## config.mk

```make
export PLATFORM = sky130hd
export DESIGN_NAME = gbp_queue
export DESIGN_NICKNAME = d
export VERILOG_FILES = /design/src/rtl/core/gbp_pkg.sv /design/src/rtl/core/gbp_queue.sv
export SDC_FILE = /design/constraint.sdc
export NUM_CORES = 1
export LEC_CHECK = 0
export ABC_CLOCK_PERIOD_IN_PS = 5470
export BUFFER_PORTS_ARGS = -buffer_cell sky130_fd_sc_hd__buf_2
export CAP_MARGIN = 20
export CORE_MARGIN = 2
export CORE_UTILIZATION = 35
export CTS_CLUSTER_SIZE = 14
export DETAILED_ROUTE_END_ITERATION = 16
export RECOVER_POWER = 25
export SYNTH_ARGS = -nofsm -noshare
export SYNTH_HDL_FRONTEND = slang
export SYNTH_SLANG_ARGS = --single-unit
```

## constraint.sdc

```tcl
create_clock -name clock -period 5.47 [get_ports clock]
set_clock_uncertainty 0.05 [all_clocks]
set_input_delay 0.2735 -clock clock [delete_from_list [all_inputs] [get_ports clock]]
set_output_delay 0.2735 -clock clock [all_outputs]
set_load 0.02 [all_outputs]
```

## src/rtl/core/gbp_pkg.sv

```systemverilog
`timescale 1ns / 1ps
// Shared types and constants for the gshare branch predictor.
package gbp_pkg;

   localparam int ADDRESS_WIDTH   = 20;
   localparam int OUT_COUNT_WIDTH = 32;
   localparam int CTR_WIDTH       = 2;
   localparam int QUEUE_DEPTH     = 4;
   localparam int QUEUE_PTR_BITS  = 2;

   localparam logic [CTR_WIDTH-1:0] CTR_MIN       = 2'd0;
   localparam logic [CTR_WIDTH-1:0] CTR_MAX       = 2'd3;
   localparam logic [CTR_WIDTH-1:0] CTR_TAKEN_MIN = 2'd2;

   typedef logic [CTR_WIDTH-1:0] ctr_type;

   typedef struct packed {
      logic was_branch;
      logic predicted_taken;
      logic was_correct;
   } item_type;

   function automatic ctr_type ctr_update(input ctr_type c, input logic taken);
      ctr_type r;
      r = c;
      if (taken) begin
         if (c != CTR_MAX) r = c + ctr_type'(1);
      end else begin
         if (c != CTR_MIN) r = c - ctr_type'(1);
      end
      return r;
   endfunction

endpackage

```

## src/rtl/core/gbp_queue.sv

```systemverilog
`timescale 1ns / 1ps
// Small queue between the predictor front end and the statistics back end.
module gbp_queue (
   input  logic              clock,
   input  logic              reset,
   input  logic              push_valid,
   input  gbp_pkg::item_type push_item,
   output logic              full,
   input  logic              pop,
   output logic              pop_valid,
   output gbp_pkg::item_type pop_item
);

   gbp_pkg::item_type                   entry_ff [gbp_pkg::QUEUE_DEPTH];
   logic [gbp_pkg::QUEUE_PTR_BITS-1:0]  wr_ptr_ff, wr_ptr_in;
   logic [gbp_pkg::QUEUE_PTR_BITS-1:0]  rd_ptr_ff, rd_ptr_in;
   logic [gbp_pkg::QUEUE_PTR_BITS:0]    count_ff, count_in;
   logic                                do_pop;

   assign full      = count_ff == (gbp_pkg::QUEUE_PTR_BITS + 1)'(gbp_pkg::QUEUE_DEPTH);
   assign pop_valid = count_ff != '0;
   assign pop_item  = entry_ff[rd_ptr_ff];
   assign do_pop    = pop && pop_valid;

   always_comb begin
      wr_ptr_in = push_valid ? wr_ptr_ff + gbp_pkg::QUEUE_PTR_BITS'(1) : wr_ptr_ff;
      rd_ptr_in = do_pop ? rd_ptr_ff + gbp_pkg::QUEUE_PTR_BITS'(1) : rd_ptr_ff;
      count_in  = count_ff;
      if (push_valid && !do_pop) begin
         count_in = count_ff + (gbp_pkg::QUEUE_PTR_BITS + 1)'(1);
      end else if (!push_valid && do_pop) begin
         count_in = count_ff - (gbp_pkg::QUEUE_PTR_BITS + 1)'(1);
      end
   end

   always_ff @(posedge clock) begin
      if (reset) begin
         wr_ptr_ff <= '0;
         rd_ptr_ff <= '0;
         count_ff  <= '0;
      end else begin
         wr_ptr_ff <= wr_ptr_in;
         rd_ptr_ff <= rd_ptr_in;
         count_ff  <= count_in;
      end
   end

   always_ff @(posedge clock) begin
      if (push_valid) entry_ff[wr_ptr_ff] <= push_item;
   end

endmodule

```

* Yosys cells after proc, flatten, opt, wreduce, memory -nomap -nowiden
Memory sizes are Yosys's and may differ from the RTL's. A register that Yosys moved wholly into a read port is not among the register bits.
Index checks and enable logic that the tools add are counted.
** Word-level totals
- Bits in registers :: 7
- Bits in writable memories :: 12
- Bits of input ports :: 7
- Output and inout bits :: 5
- Logic and storage cells :: 22
- Memories kept :: 1
** Operators by class
- Add/sub/neg operators :: 4
- Equality and inequality tests :: 1
- Muxes and demuxes :: 6
- Reductions and logical operators :: 7
** Memory list
- entry_ff :: words 4, bits a word 3, rd ports 1, clocked after Yosys merged registers in 1, write ports 1, line gbp_queue.sv:14 : gbp_pkg::item_type entry_ff [gbp_pkg::QUEUE_DEPTH];
** Operators by type and width (number)
- $mux W3 :: 2
- $add A2 B1 Y2 const B :: 2
- $mux W2 :: 2
- $add A3 B1 Y3 const B :: 1
- $eq A3 B3 Y1 const B :: 1
- $logic_and A1 B1 Y1 :: 3
- $reduce_bool A3 Y1 :: 1
- $sub A3 B1 Y3 const B :: 1
- $logic_not A1 Y1 :: 2
- $mux W1 :: 2
- $reduce_bool A2 Y1 :: 1

* Longest topological paths before layout
- Word-level depth :: 5
- Mapped depth :: 7
- Mapped depth without buffers :: 7

* Least setup slack after synthesis
Ideal clock, no wire load.
- Path type :: register to register
- From :: reg count_ff[0] (netlist bit)
- To :: reg count_ff[2] (netlist bit)
- Setup time :: 0.070 ns
- Arrival time :: 1.813 ns
- Data required time :: 5.350 ns
- Setup slack :: 3.537 ns
- Stages on the path, launching flop included :: 8
- Buffers on the path :: 0
- Period minus slack after synthesis :: 1.933 ns
- Cell sequence :: dfxtp_1 o31ai_4 ha_1 inv_1 fa_1 xor2_1 or3_1 a21oi_1
** On the way
- Cells in the longest elaborated chain, start to end :: 5
- Elaborated cells on any way between the ends :: 10
- Classes of those cells :: add/sub: 2; mux: 2; reduce/logical: 6
** RTL lines
- from (decl) :: line gbp_queue.sv:17 : logic [gbp_pkg::QUEUE_PTR_BITS:0] count_ff, count_in;
- from (signal assigned) :: line gbp_queue.sv:44 : count_ff <= count_in;
- parallel branches: the longest is 5 deep, another holds $sub A3 B1 Y3
Several ways; the timed one is not identified. The select of a mux whose other input is x is not followed.
A chain may end at the register's enable or synchronous reset.

* Worst setup path in the final report
Same ends and word-level chain as after synthesis.

==> summary.md <==
| Metric | Value |
|---|---|
| Final Critical Period | 2032 ps |
| Worst reg2reg endpoint | count_ff[2] |
| Critical path, cell by cell | o31ai_4, ha_1, inv_1, fa_1, xor2_1, or3_1, a21oi_1 |
| Total track usage | 10.98% |
| Worst setup path end | count_ff[2] |
| Final design instance area without fill | 1001 sq um |
| Via total after detailed routing | 476 |
| Largest area contributor in the synthesized netlist | edfxtp_1 |
| Drt via density | 4.621 |
| Number of buffers created by CTS | 3 |
| Hold buffer count at cts | 0 |
| Minimum setup slack in the final design | 3438 ps |
| Die span in y | 54.42 um |
| Mean area per synthesized cell | 15.08 sq um |
| Clock transition at the register clock pins on the worst setup and hold paths after CTS | 110 ps |
| Sink Count | 21 |
| Antenna Cells | 0 |
| Top-Level Pins | 12 |
| Maximum vdd drop | 0.0002549 V |
| Source of the critical timing path | count_ff[0] |
| Final Total Pwr | 415.7 uW |
| Number of cell instances on the worst register-to-register path | 7 |
| Longest Clk Path Bufs | 2 |
| Final Max Slew Viols | 0 |
| Most common library cell in the layout ignoring fill and taps | edfxtp_1 |
| Routed Antenna Nets | 0 |
| DP Area | 978.4 sq um |
| Synth warn | 0 |
| Register bit total from synthesis | 21 |
| Synth top area cells | edfxtp_1 41%, dfxtp_1 20%, mux4_2 7.6% |
| RSZ-0062 raised after global routing | false |
| Leakage power | 0.3772 nW |
| DRC viols | 0 |
| Number of design-rule violations left by the first detailed-router iteration | 2 |
| Number of placed cells counting well taps | 99 |
| Relative slew slack | 79.00% |
| Area of the core | 2432 sq um |
| Cell with the biggest individual delay on the critical path | dfxtp_1 |
| Crit. End Element | flop |
| Maximum fanout encountered on the critical timing path | 6 |
| Signal arrival time at the worst endpoint | 2210 ps |
| Critical path start-end classification | flop to flop |
| Pin count of the biggest net entering global routing | 12 |
| Clock H-tree levels | 1 |
| Number of nets in the final layout | 87 |
| Resize count post-CTS | 0 |
| Min-delay worst type | primary input to flop |
| Status | finished clean |
| Clock Latency Late Sink | 290 ps |
| Root buf cell | clkbuf_4 |
| Worst-case setup slack after placement | 3430 ps |
| Port Buffer Count | 11 |
| Final cell count without fillers | 103 |
| TritonCTS clock tree | built |
| Sum of routed wire length over all layers | 1291 um |
| Pin slew with the least headroom to its limit | 314.6 ps |
| Endpoints failing hold | 0 |
| Fmax | 492.2 MHz |
| Power per standard cell area | 415.3 nW/um^2 |
| Post-synthesis to final-layout area growth | 12.52% |
| Worst endpoint required time | 5650 ps |
| Area share of the leading cell type in the synthesized netlist | 40.51% |
| Via count of the first global-routing pass | 452 |
| Number of rows created at floorplan | 18 |
| Max-capacitance violation count | 0 |
| Antenna violations before repair | 0 |
| Die area | 2961 sq um |
| Total setup violations reported at the end of the flow | 0 |
| Number of distinct library cells after synthesis | 19 |
| Post-detail-place hpwl | 1033 um |
| Effective utilization at floorplan | 36.57% |
| Share of the clock period used by the worst path | 37.14% |
| Setup total negative slack | 0 ps |
| Most frequent cells in the layout | 12 x edfxtp_1, 9 x dfxtp_1, 8 x buf_2 |
| Detailed-routing iteration count for the pre-antenna-repair pass | 2 |
| Post-Syn Nets | 72 |
| Global-route wire length before repair | 2118 um |
| Sequential element share of the synthesized area | 60.76% |
| Netlist area before placement | 889.6 sq um |
| WL per Instance | 12.53 um |
| Layout cells sized above 1 | 23.29% |
| Post-CTS Setup Repair Bufs | 0 |
| Width of the die | 54.42 um |
| GRT overflow | 0 |
| Gp weighted congestion | 0.7014 |
| Crit path launch type | flop |
| Worst flop-to-flop path startpoint | count_ff[0] |
| Worst reg2reg setup slack | 3440 ps |
| Post-Syn Instances | 59 |
| Delay of the slowest cell on the worst path | 410 ps |
-- Yosys cell counts --
cell type and count:
edfxtp_1 12, dfxtp_1 9, nor2_1 7, ha_1 5, and2_1 4, xor2_1 4
inv_1 3, mux4_2 3, mux2i_1 2, a21oi_1 1, clkbuf_1 1, fa_1 1
nor3b_1 1, o21ai_0 1, o311ai_2 1, o31ai_4 1, or3_1 1, or3_2 1
xnor2_1 1
-- stage by stage --
step | util (%) | hold slack, ps
after floorplan | - | 322.4
after global placement | 40.23 | 439.5
after detailed placement | 40.23 | 450.0
after CTS | 41.31 | 132.9
after global routing | 41.15 | 171.3
final | 41.15 | 184.7
-- layout make-up --
class	count	area (sq um)
fillers	250	1431
flip-flops and latches	21	540.5
multi-input cells	34	334.1
repair buffers	11	51.30
well taps	30	37.54
clock buffers	4	26.28
inverters	3	11.26
-- state kept, by name, summed over array words and instances (netlist names), named ones only --
signal and flops:
entry_ff 12, count_ff 3, rd_ptr_ff 2, wr_ptr_ff 2
-- per-layer routing --
metal  up-vias  share of wire, %  GRT usage (%)
met1       225                44          13.13
li1        243                 -              -
met2         6                51          17.47
met5         -                 0              0
met4         0               1.0          7.500
met3         2               3.4          2.459
-- critical path: cells and delay by family (launching register included) --
family / cells / cell delay, ps
fa+ha+maj: 2 / 580
xor+xnor: 1 / 150
flops: 1 / 410
buf+inv: 1 / 60
simple gates: 1 / 310
compound gates: 2 / 410
-- power breakdown --
part | switching [mW] | internal, mW | leakage (nW) | total, mW
sequential | 0.0311 | 0.191 | 0.184 | 0.222
combinational | 0.0604 | 0.0620 | 0.178 | 0.122
clock | 0.0433 | 0.0283 | 0.0150 | 0.0716
-- cells by family (layout without fill, tap and decap cells) --
logic type / Yosys count / count (layout) / share of synthesized area (%)
mux: 5 / 5 / 9.845
buf+inv: 4 / 18 / 1.687
fa+ha+maj: 6 / 6 / 9.283
flops: 21 / 21 / 60.76
simple gates: 14 / 14 / 8.159
compound gates: 4 / 4 / 5.344
xor+xnor: 5 / 5 / 4.922
-- worst min path at each step --
| stage | startpoint | endpoint | cells past startpoint |
|---|---|---|---|
| finish | push_item[0] | entry_ff[3][0] | 1 |
| global route | reset | wr_ptr_ff[0] | 2 |
| CTS | push_item[2] | entry_ff[0][2] | 1 |
| global placement | push_item[0] | entry_ff[1][0] | 1 |
| floorplan | push_item[0] | entry_ff[0][0] | 0 |
| detailed placement | push_item[2] | entry_ff[0][2] | 1 |
No activity file was read; power rests on OpenSTA's default activity.
