$ cat config.mk
export PLATFORM = sky130hd
export DESIGN_NAME = gbp_back
export DESIGN_NICKNAME = d
export VERILOG_FILES = /design/src/rtl/core/gbp_pkg.sv /design/src/rtl/core/gbp_back.sv
export SDC_FILE = /design/constraint.sdc
export NUM_CORES = 1
export LEC_CHECK = 0
export BUFFER_PORTS_ARGS = -buffer_cell sky130_fd_sc_hd__buf_2
export CAP_MARGIN = 5
export CORE_ASPECT_RATIO = 1.5
export CORE_MARGIN = 8
export CORE_UTILIZATION = 40
export DETAILED_ROUTE_END_ITERATION = 16
export SYNTH_ARGS = -nofsm -noshare
export SYNTH_HDL_FRONTEND = slang
export SYNTH_SLANG_ARGS = --single-unit
$ cat constraint.sdc
create_clock -name clock -period 2.2 [get_ports clock]
set_input_delay 0.33 -clock clock [delete_from_list [all_inputs] [get_ports clock]]
set_output_delay 0.33 -clock clock [all_outputs]
set_load 0.02 [all_outputs]
$ cat src/rtl/core/gbp_pkg.sv
`timescale 1ns / 1ps
// Shared types and constants for the gshare branch predictor.
package gbp_pkg;

   localparam int ADDRESS_WIDTH   = 20;
   localparam int OUT_COUNT_WIDTH = 32;
   localparam int CTR_WIDTH       = 2;
   localparam int QUEUE_DEPTH     = 4;
   localparam int QUEUE_PTR_BITS  = 2;

   localparam logic [CTR_WIDTH-1:0] CTR_MIN       = 2'd0;
   localparam logic [CTR_WIDTH-1:0] CTR_MAX       = 2'd3;
   localparam logic [CTR_WIDTH-1:0] CTR_TAKEN_MIN = 2'd2;

   typedef logic [CTR_WIDTH-1:0] ctr_type;

   typedef struct packed {
      logic was_branch;
      logic predicted_taken;
      logic was_correct;
   } item_type;

   function automatic ctr_type ctr_update(input ctr_type c, input logic taken);
      ctr_type r;
      r = c;
      if (taken) begin
         if (c != CTR_MAX) r = c + ctr_type'(1);
      end else begin
         if (c != CTR_MIN) r = c - ctr_type'(1);
      end
      return r;
   endfunction

endpackage

$ cat src/rtl/core/gbp_back.sv
`timescale 1ns / 1ps
// Back end: running saturating counts and the result output register.
module gbp_back #(
   parameter int COUNT_BITS = 32
) (
   input  logic                                   clock,
   input  logic                                   reset,
   input  logic                                   pop_valid,
   input  gbp_pkg::item_type                      pop_item,
   output logic                                   pop,
   output logic                                   rsp_valid,
   input  logic                                   rsp_stall,
   output logic                                   rsp_predicted_taken,
   output logic                                   rsp_was_correct,
   output logic                                   rsp_was_branch,
   output logic [gbp_pkg::OUT_COUNT_WIDTH-1:0]    rsp_microop_count,
   output logic [gbp_pkg::OUT_COUNT_WIDTH-1:0]    rsp_branch_count,
   output logic [gbp_pkg::OUT_COUNT_WIDTH-1:0]    rsp_correct_count,
   output logic [gbp_pkg::OUT_COUNT_WIDTH-1:0]    rsp_wrong_count
);

   logic                   rsp_valid_ff, rsp_valid_in;
   gbp_pkg::item_type      item_ff;
   logic [COUNT_BITS-1:0]  microops_ff, microops_in;
   logic [COUNT_BITS-1:0]  branches_ff, branches_in;
   logic [COUNT_BITS-1:0]  hits_ff, hits_in;
   logic [COUNT_BITS-1:0]  misses_ff, misses_in;
   logic                   out_free;

   function automatic logic [COUNT_BITS-1:0] sat_inc(input logic [COUNT_BITS-1:0] v,
                                                     input logic en);
      logic [COUNT_BITS-1:0] r;
      r = v;
      if (en && (v != {COUNT_BITS{1'b1}})) r = v + COUNT_BITS'(1);
      return r;
   endfunction

   assign out_free = !rsp_valid_ff || !rsp_stall;
   assign pop      = pop_valid && out_free;

   always_comb begin
      microops_in  = sat_inc(microops_ff, pop);
      branches_in  = sat_inc(branches_ff, pop && pop_item.was_branch);
      hits_in      = sat_inc(hits_ff, pop && pop_item.was_branch && pop_item.was_correct);
      misses_in    = sat_inc(misses_ff, pop && pop_item.was_branch && !pop_item.was_correct);
      rsp_valid_in = rsp_valid_ff;
      if (pop) begin
         rsp_valid_in = 1'b1;
      end else if (!rsp_stall) begin
         rsp_valid_in = 1'b0;
      end
   end

   always_ff @(posedge clock) begin
      if (reset) begin
         rsp_valid_ff <= 1'b0;
         microops_ff  <= '0;
         branches_ff  <= '0;
         hits_ff      <= '0;
         misses_ff    <= '0;
      end else begin
         rsp_valid_ff <= rsp_valid_in;
         microops_ff  <= microops_in;
         branches_ff  <= branches_in;
         hits_ff      <= hits_in;
         misses_ff    <= misses_in;
      end
   end

   always_ff @(posedge clock) begin
      if (pop) item_ff <= pop_item;
   end

   assign rsp_valid           = rsp_valid_ff;
   assign rsp_predicted_taken = item_ff.predicted_taken;
   assign rsp_was_correct     = item_ff.was_correct;
   assign rsp_was_branch      = item_ff.was_branch;
   assign rsp_microop_count   = gbp_pkg::OUT_COUNT_WIDTH'(microops_ff);
   assign rsp_branch_count    = gbp_pkg::OUT_COUNT_WIDTH'(branches_ff);
   assign rsp_correct_count   = gbp_pkg::OUT_COUNT_WIDTH'(hits_ff);
   assign rsp_wrong_count     = gbp_pkg::OUT_COUNT_WIDTH'(misses_ff);

endmodule
## Word level (Yosys, flattened, before mapping)

Cells that the tools add are included.

- Bits in registers: 132
- Bits of input ports: 7
- Output and inout bits: 133
- Word-level logic and storage cells: 31

- Add/subtract/negate cells: 4
- Equal/unequal tests: 5
- Muxes and demuxes: 2
- Reduce and logical (&&, ||, !) cells: 12

Operators with widths:

| operator | number |
|---|---|
| 32-bit by 1-bit adder with 32-bit output (second input constant) | 4 |
| 32-bit inequality test (second input constant) | 4 |
| 1-bit logical AND | 8 |
| 1-bit logical NOT | 3 |
| 1-bit two-way mux | 2 |
| 2-bit inequality test (second input constant) | 1 |
| 1-bit logical OR | 1 |

## Logic depth before layout (Yosys ltp)

- Depth in word-level cells: 6
- Gate-level depth with buffers: 8
- Depth with buffers taken out: 6

## Worst setup path after synthesis

Ideal clock, no wire load.

- Path kind: register to register
- Start point: register microops_ff[0], in the netlist rsp_microop_count[0]
- End point: register microops_ff[22], in the netlist rsp_microop_count[22]
- Setup time: 123 ps
- Data arrival time: 2059 ps
- Required time: 2077 ps
- Setup slack: 18 ps
- Stages on the path, launching flop included: 8
- Path buffers: 1
- Clock period less this slack: 2182 ps
- Path through: dfxtp_1 > ha_1 > nand3_1 > or4_1 > buf_2 > o211ai_4 > nor4_1 > mux2_1

- Word-level cells in the longest chain between the ends: 2
- Elaborated cells on any way between the ends: 3
- Classes of those cells: 1 x add/sub; 1 x eq/ne; 1 x reduce/logical

Ends and longest elaborated chain:

| what | RTL line | text |
|---|---|---|
| from (decl) | gbp_back.sv:24 | `logic [COUNT_BITS-1:0] microops_ff, microops_in;` |
| from (signal assigned) | gbp_back.sv:63 | `microops_ff <= microops_in;` |
| branches (longest 2 deep; another with 32-bit by 1-bit adder with 32-bit output) | n/a |  |

Parallel ways; which one is timed is not known.
A chain may end at the register's enable or synchronous reset.

## Final worst setup path

- Start point: register microops_ff[26], in the netlist rsp_microop_count[26]
- End point: register microops_ff[7], in the netlist rsp_microop_count[7]

- Word-level cells in the longest chain between the ends: 2

Ends and longest elaborated chain:

| what | RTL line | text |
|---|---|---|
| 32-bit inequality test | gbp_back.sv:34 | `if (en && (v != {COUNT_BITS{1'b1}})) r = v + COUNT_BITS'(1);` |
| 1-bit logical AND | gbp_back.sv:34 |  |

No other way between the ends.

==> results.json <==
{
  "grt_pass1_wl_mm": 31.9,
  "grt_usage_pct": 18.2,
  "critical_path.max_fanout": 13,
  "cts_buffers": 17,
  "final_cell_mix": "buf_2, dfxtp_1, a21oi_1",
  "drt_iter0_drc": 371,
  "htreeDepth": 4,
  "synthesis.nets": 817,
  "cp-end-kind": "register",
  "area_delta_synth_final_pct": 28.5,
  "synth.area.top_cells": "dfxtp_1, a21oi_1, or3_1",
  "clockBufferDepth": 2,
  "cap_viol_max_count": 0,
  "final_antenna_net_count": 0,
  "synth_area_um2": 6760,
  "fin_skew_ns": 0.0104,
  "path_buf_inv": 1,
  "synthFlopType": "dfxtp_1",
  "timing.slew.headroom_pct": 61.5,
  "crit_type": "register to register",
  "period_minus_slack_ns": 2.04,
  "fp.dieW_um": 122,
  "tightest_slew_ns": 0.569,
  "switching_share_pct": 21.8,
  "postRouteWirelength_mm": 19.4,
  "cts.sinks": 132,
  "cts_setup_buffers": 0,
  "leakage_uw": 0.00332,
  "rows": 58,
  "postSynth.asyncResetShare_pct": 0,
  "clk_latency_ns": 0.41,
  "routedWlPerCell_um": 15.9,
  "final-setup-viol-count": 0,
  "max_stage_delay_ns": 0.58,
  "synth_cell_types": 53,
  "slew_viol_final": 0,
  "yosysWarnings": 0,
  "worstPathArrival_ns": 2.33,
  "gp_congestion": 0.830,
  "grt_pass1_vias": 6648,
  "layout_commonest_cell": "buf_2",
  "path_clk_slew_ns": 0.06,
  "synth_area_leader_cell": "dfxtp_1",
  "cts_tree": "yes",
  "grt_max_degree": 45,
  "hold_path.class": "input port to register",
  "power_density_nw_per_um2": 617,
  "required_ns": 2.49,
  "cpMaxStageDelayCell": "or4_4",
  "hold_viol_final": 0,
  "switching_power_uw": 1170,
  "die_height_um": 175,
  "max_freq_mhz": 490,
  "min_period_over_period_pct": 92.7,
  "irDropWorstVdd_mv": 0.432,
  "hold_buffers": 0,
  "ys_ff_latch": 132,
  "finalNetCount": 1010,
  "seqPwrFrac_pct": 45.2,
  "drive_above_1_share_pct": 27.2,
  "netlist.area_leader.share_pct": 38.2,
  "diodes": 0,
  "intPower_uw": 4190,
  "first_pass_iters": 5,
  "cp_top_family": "simple AND/OR/NAND/NOR gates",
  "hpwl_mm": 14.6,
  "io_pins": 140,
  "io_buffers": 139,
  "start_kind": "register",
  "status": "finished clean",
  "syn_inst": 806,
  "vias": 6920,
  "clkPwrFrac_pct": 51.6,
  "start_util_pct": 40.5,
  "drt_drc_violations_left": 0,
  "comb_power_share_pct": 3.3,
  "core_um2": 16700,
  "cts.repair.resized": 0,
  "synth_edf_count": 3,
  "antenna_found_initial": 2,
  "root_buffer": "clkbuf_16",
  "viasPerCell": 5.66,
  "overflow": 0,
  "synth.avg_cell_area_um2": 8.38,
  "total_power_uw": 5360,
  "yosysSeqAreaShare_pct": 39.6,
  "holdWs_ns": 0.0924,
  "die_area_um2": 21400,
  "path_cells": "nand4_4, or4_4, o311ai_4, buf_4, or3_1, a21oi_2"
}
-- flip-flops by register name, indices dropped and copies added (netlist names) --
| signal | cells |
|---|---|
| rsp_branch_count | 32 |
| rsp_correct_count | 32 |
| rsp_microop_count | 32 |
| rsp_predicted_taken | 1 |
| rsp_valid | 1 |
| rsp_was_branch | 1 |
| rsp_was_correct | 1 |
| rsp_wrong_count | 32 |
-- cells in the mapped netlist (14+ instances only) --
cell type / instances
a21oi_1: 88
and4_1: 16
clkbuf_1: 20
dfxtp_1: 129
inv_1: 14
nand2_1: 55
nand3_1: 53
nand4_1: 35
nor2_1: 53
o21ai_0: 56
o31ai_1: 37
or3_1: 59
or4_1: 38
-- metrics by stage --
stage	utilization (%)	TNS, ns	area, um^2	instances	setup slack, ns
5_1_grt	52.0	-0.00267	8680	1222	-0.00267
4_1_cts	52.0	0	8670	1222	0.128
2_1_floorplan	-	0	6760	806	0.0177
6_report	52.0	0	8680	1222	0.161
3_5_place_dp	48.5	0	8100	1190	0.0380
3_3_place_gp	48.5	0	8100	1190	0.0653
-- power by group through the flow --
stage | Combinational (uW) | Sequential [uW] | Clock (uW)
after floorplan | 80.4 | 2490 | 0
final | 175 | 2420 | 2760
after detailed placement | 178 | 2470 | 0
after global placement | 176 | 2470 | 0
after global routing | 194 | 2420 | 2940
after CTS | 178 | 2420 | 2840
-- cells by family after synthesis --
family	synth area share, %
AOI/OAI and AO/OA	18.5
xor gates and xnor gates	1.94
adders and majority gates	0.741
buffers and inverters	2.80
DFF	39.6
muxes	3.04
and+or+nand+nor	33.4
-- final cells by class --
| type | count | area, um^2 |
|---|---|---|
| clock buffers | 23 | 468 |
| clock inverters | 9 | 103 |
| fillers | 1617 | 8010 |
| inverters | 14 | 52.6 |
| multi-input cells | 629 | 3910 |
| flip-flops and latches | 132 | 2670 |
| well taps | 210 | 263 |
| repair buffers | 205 | 1220 |
-- routing by layer --
metal / wire, um / global-route usage (%) / vias to the layer above
li1: - / - / 3470
met1: 7970 / 19.5 / 3253
met2: 9860 / 32.3 / 164
met3: 1190 / 5.46 / 29
met4: 338 / 6.73 / 4
met5: 23 / 0 / -
-- worst paths after layout --
path | depth (start not counted) | from | end | slack, ns
setup / recovery | 6 | rsp_microop_count[26] | rsp_microop_count[7] | 0.16
hold / removal | 1 | pop_item[1] | rsp_predicted_taken | 0.09
setup reg to reg | 6 | rsp_microop_count[26] | rsp_microop_count[7] | 0.16
hold reg to reg | 2 | rsp_correct_count[31] | rsp_correct_count[31] | 0.49
(Power assumes the default switching activity.)
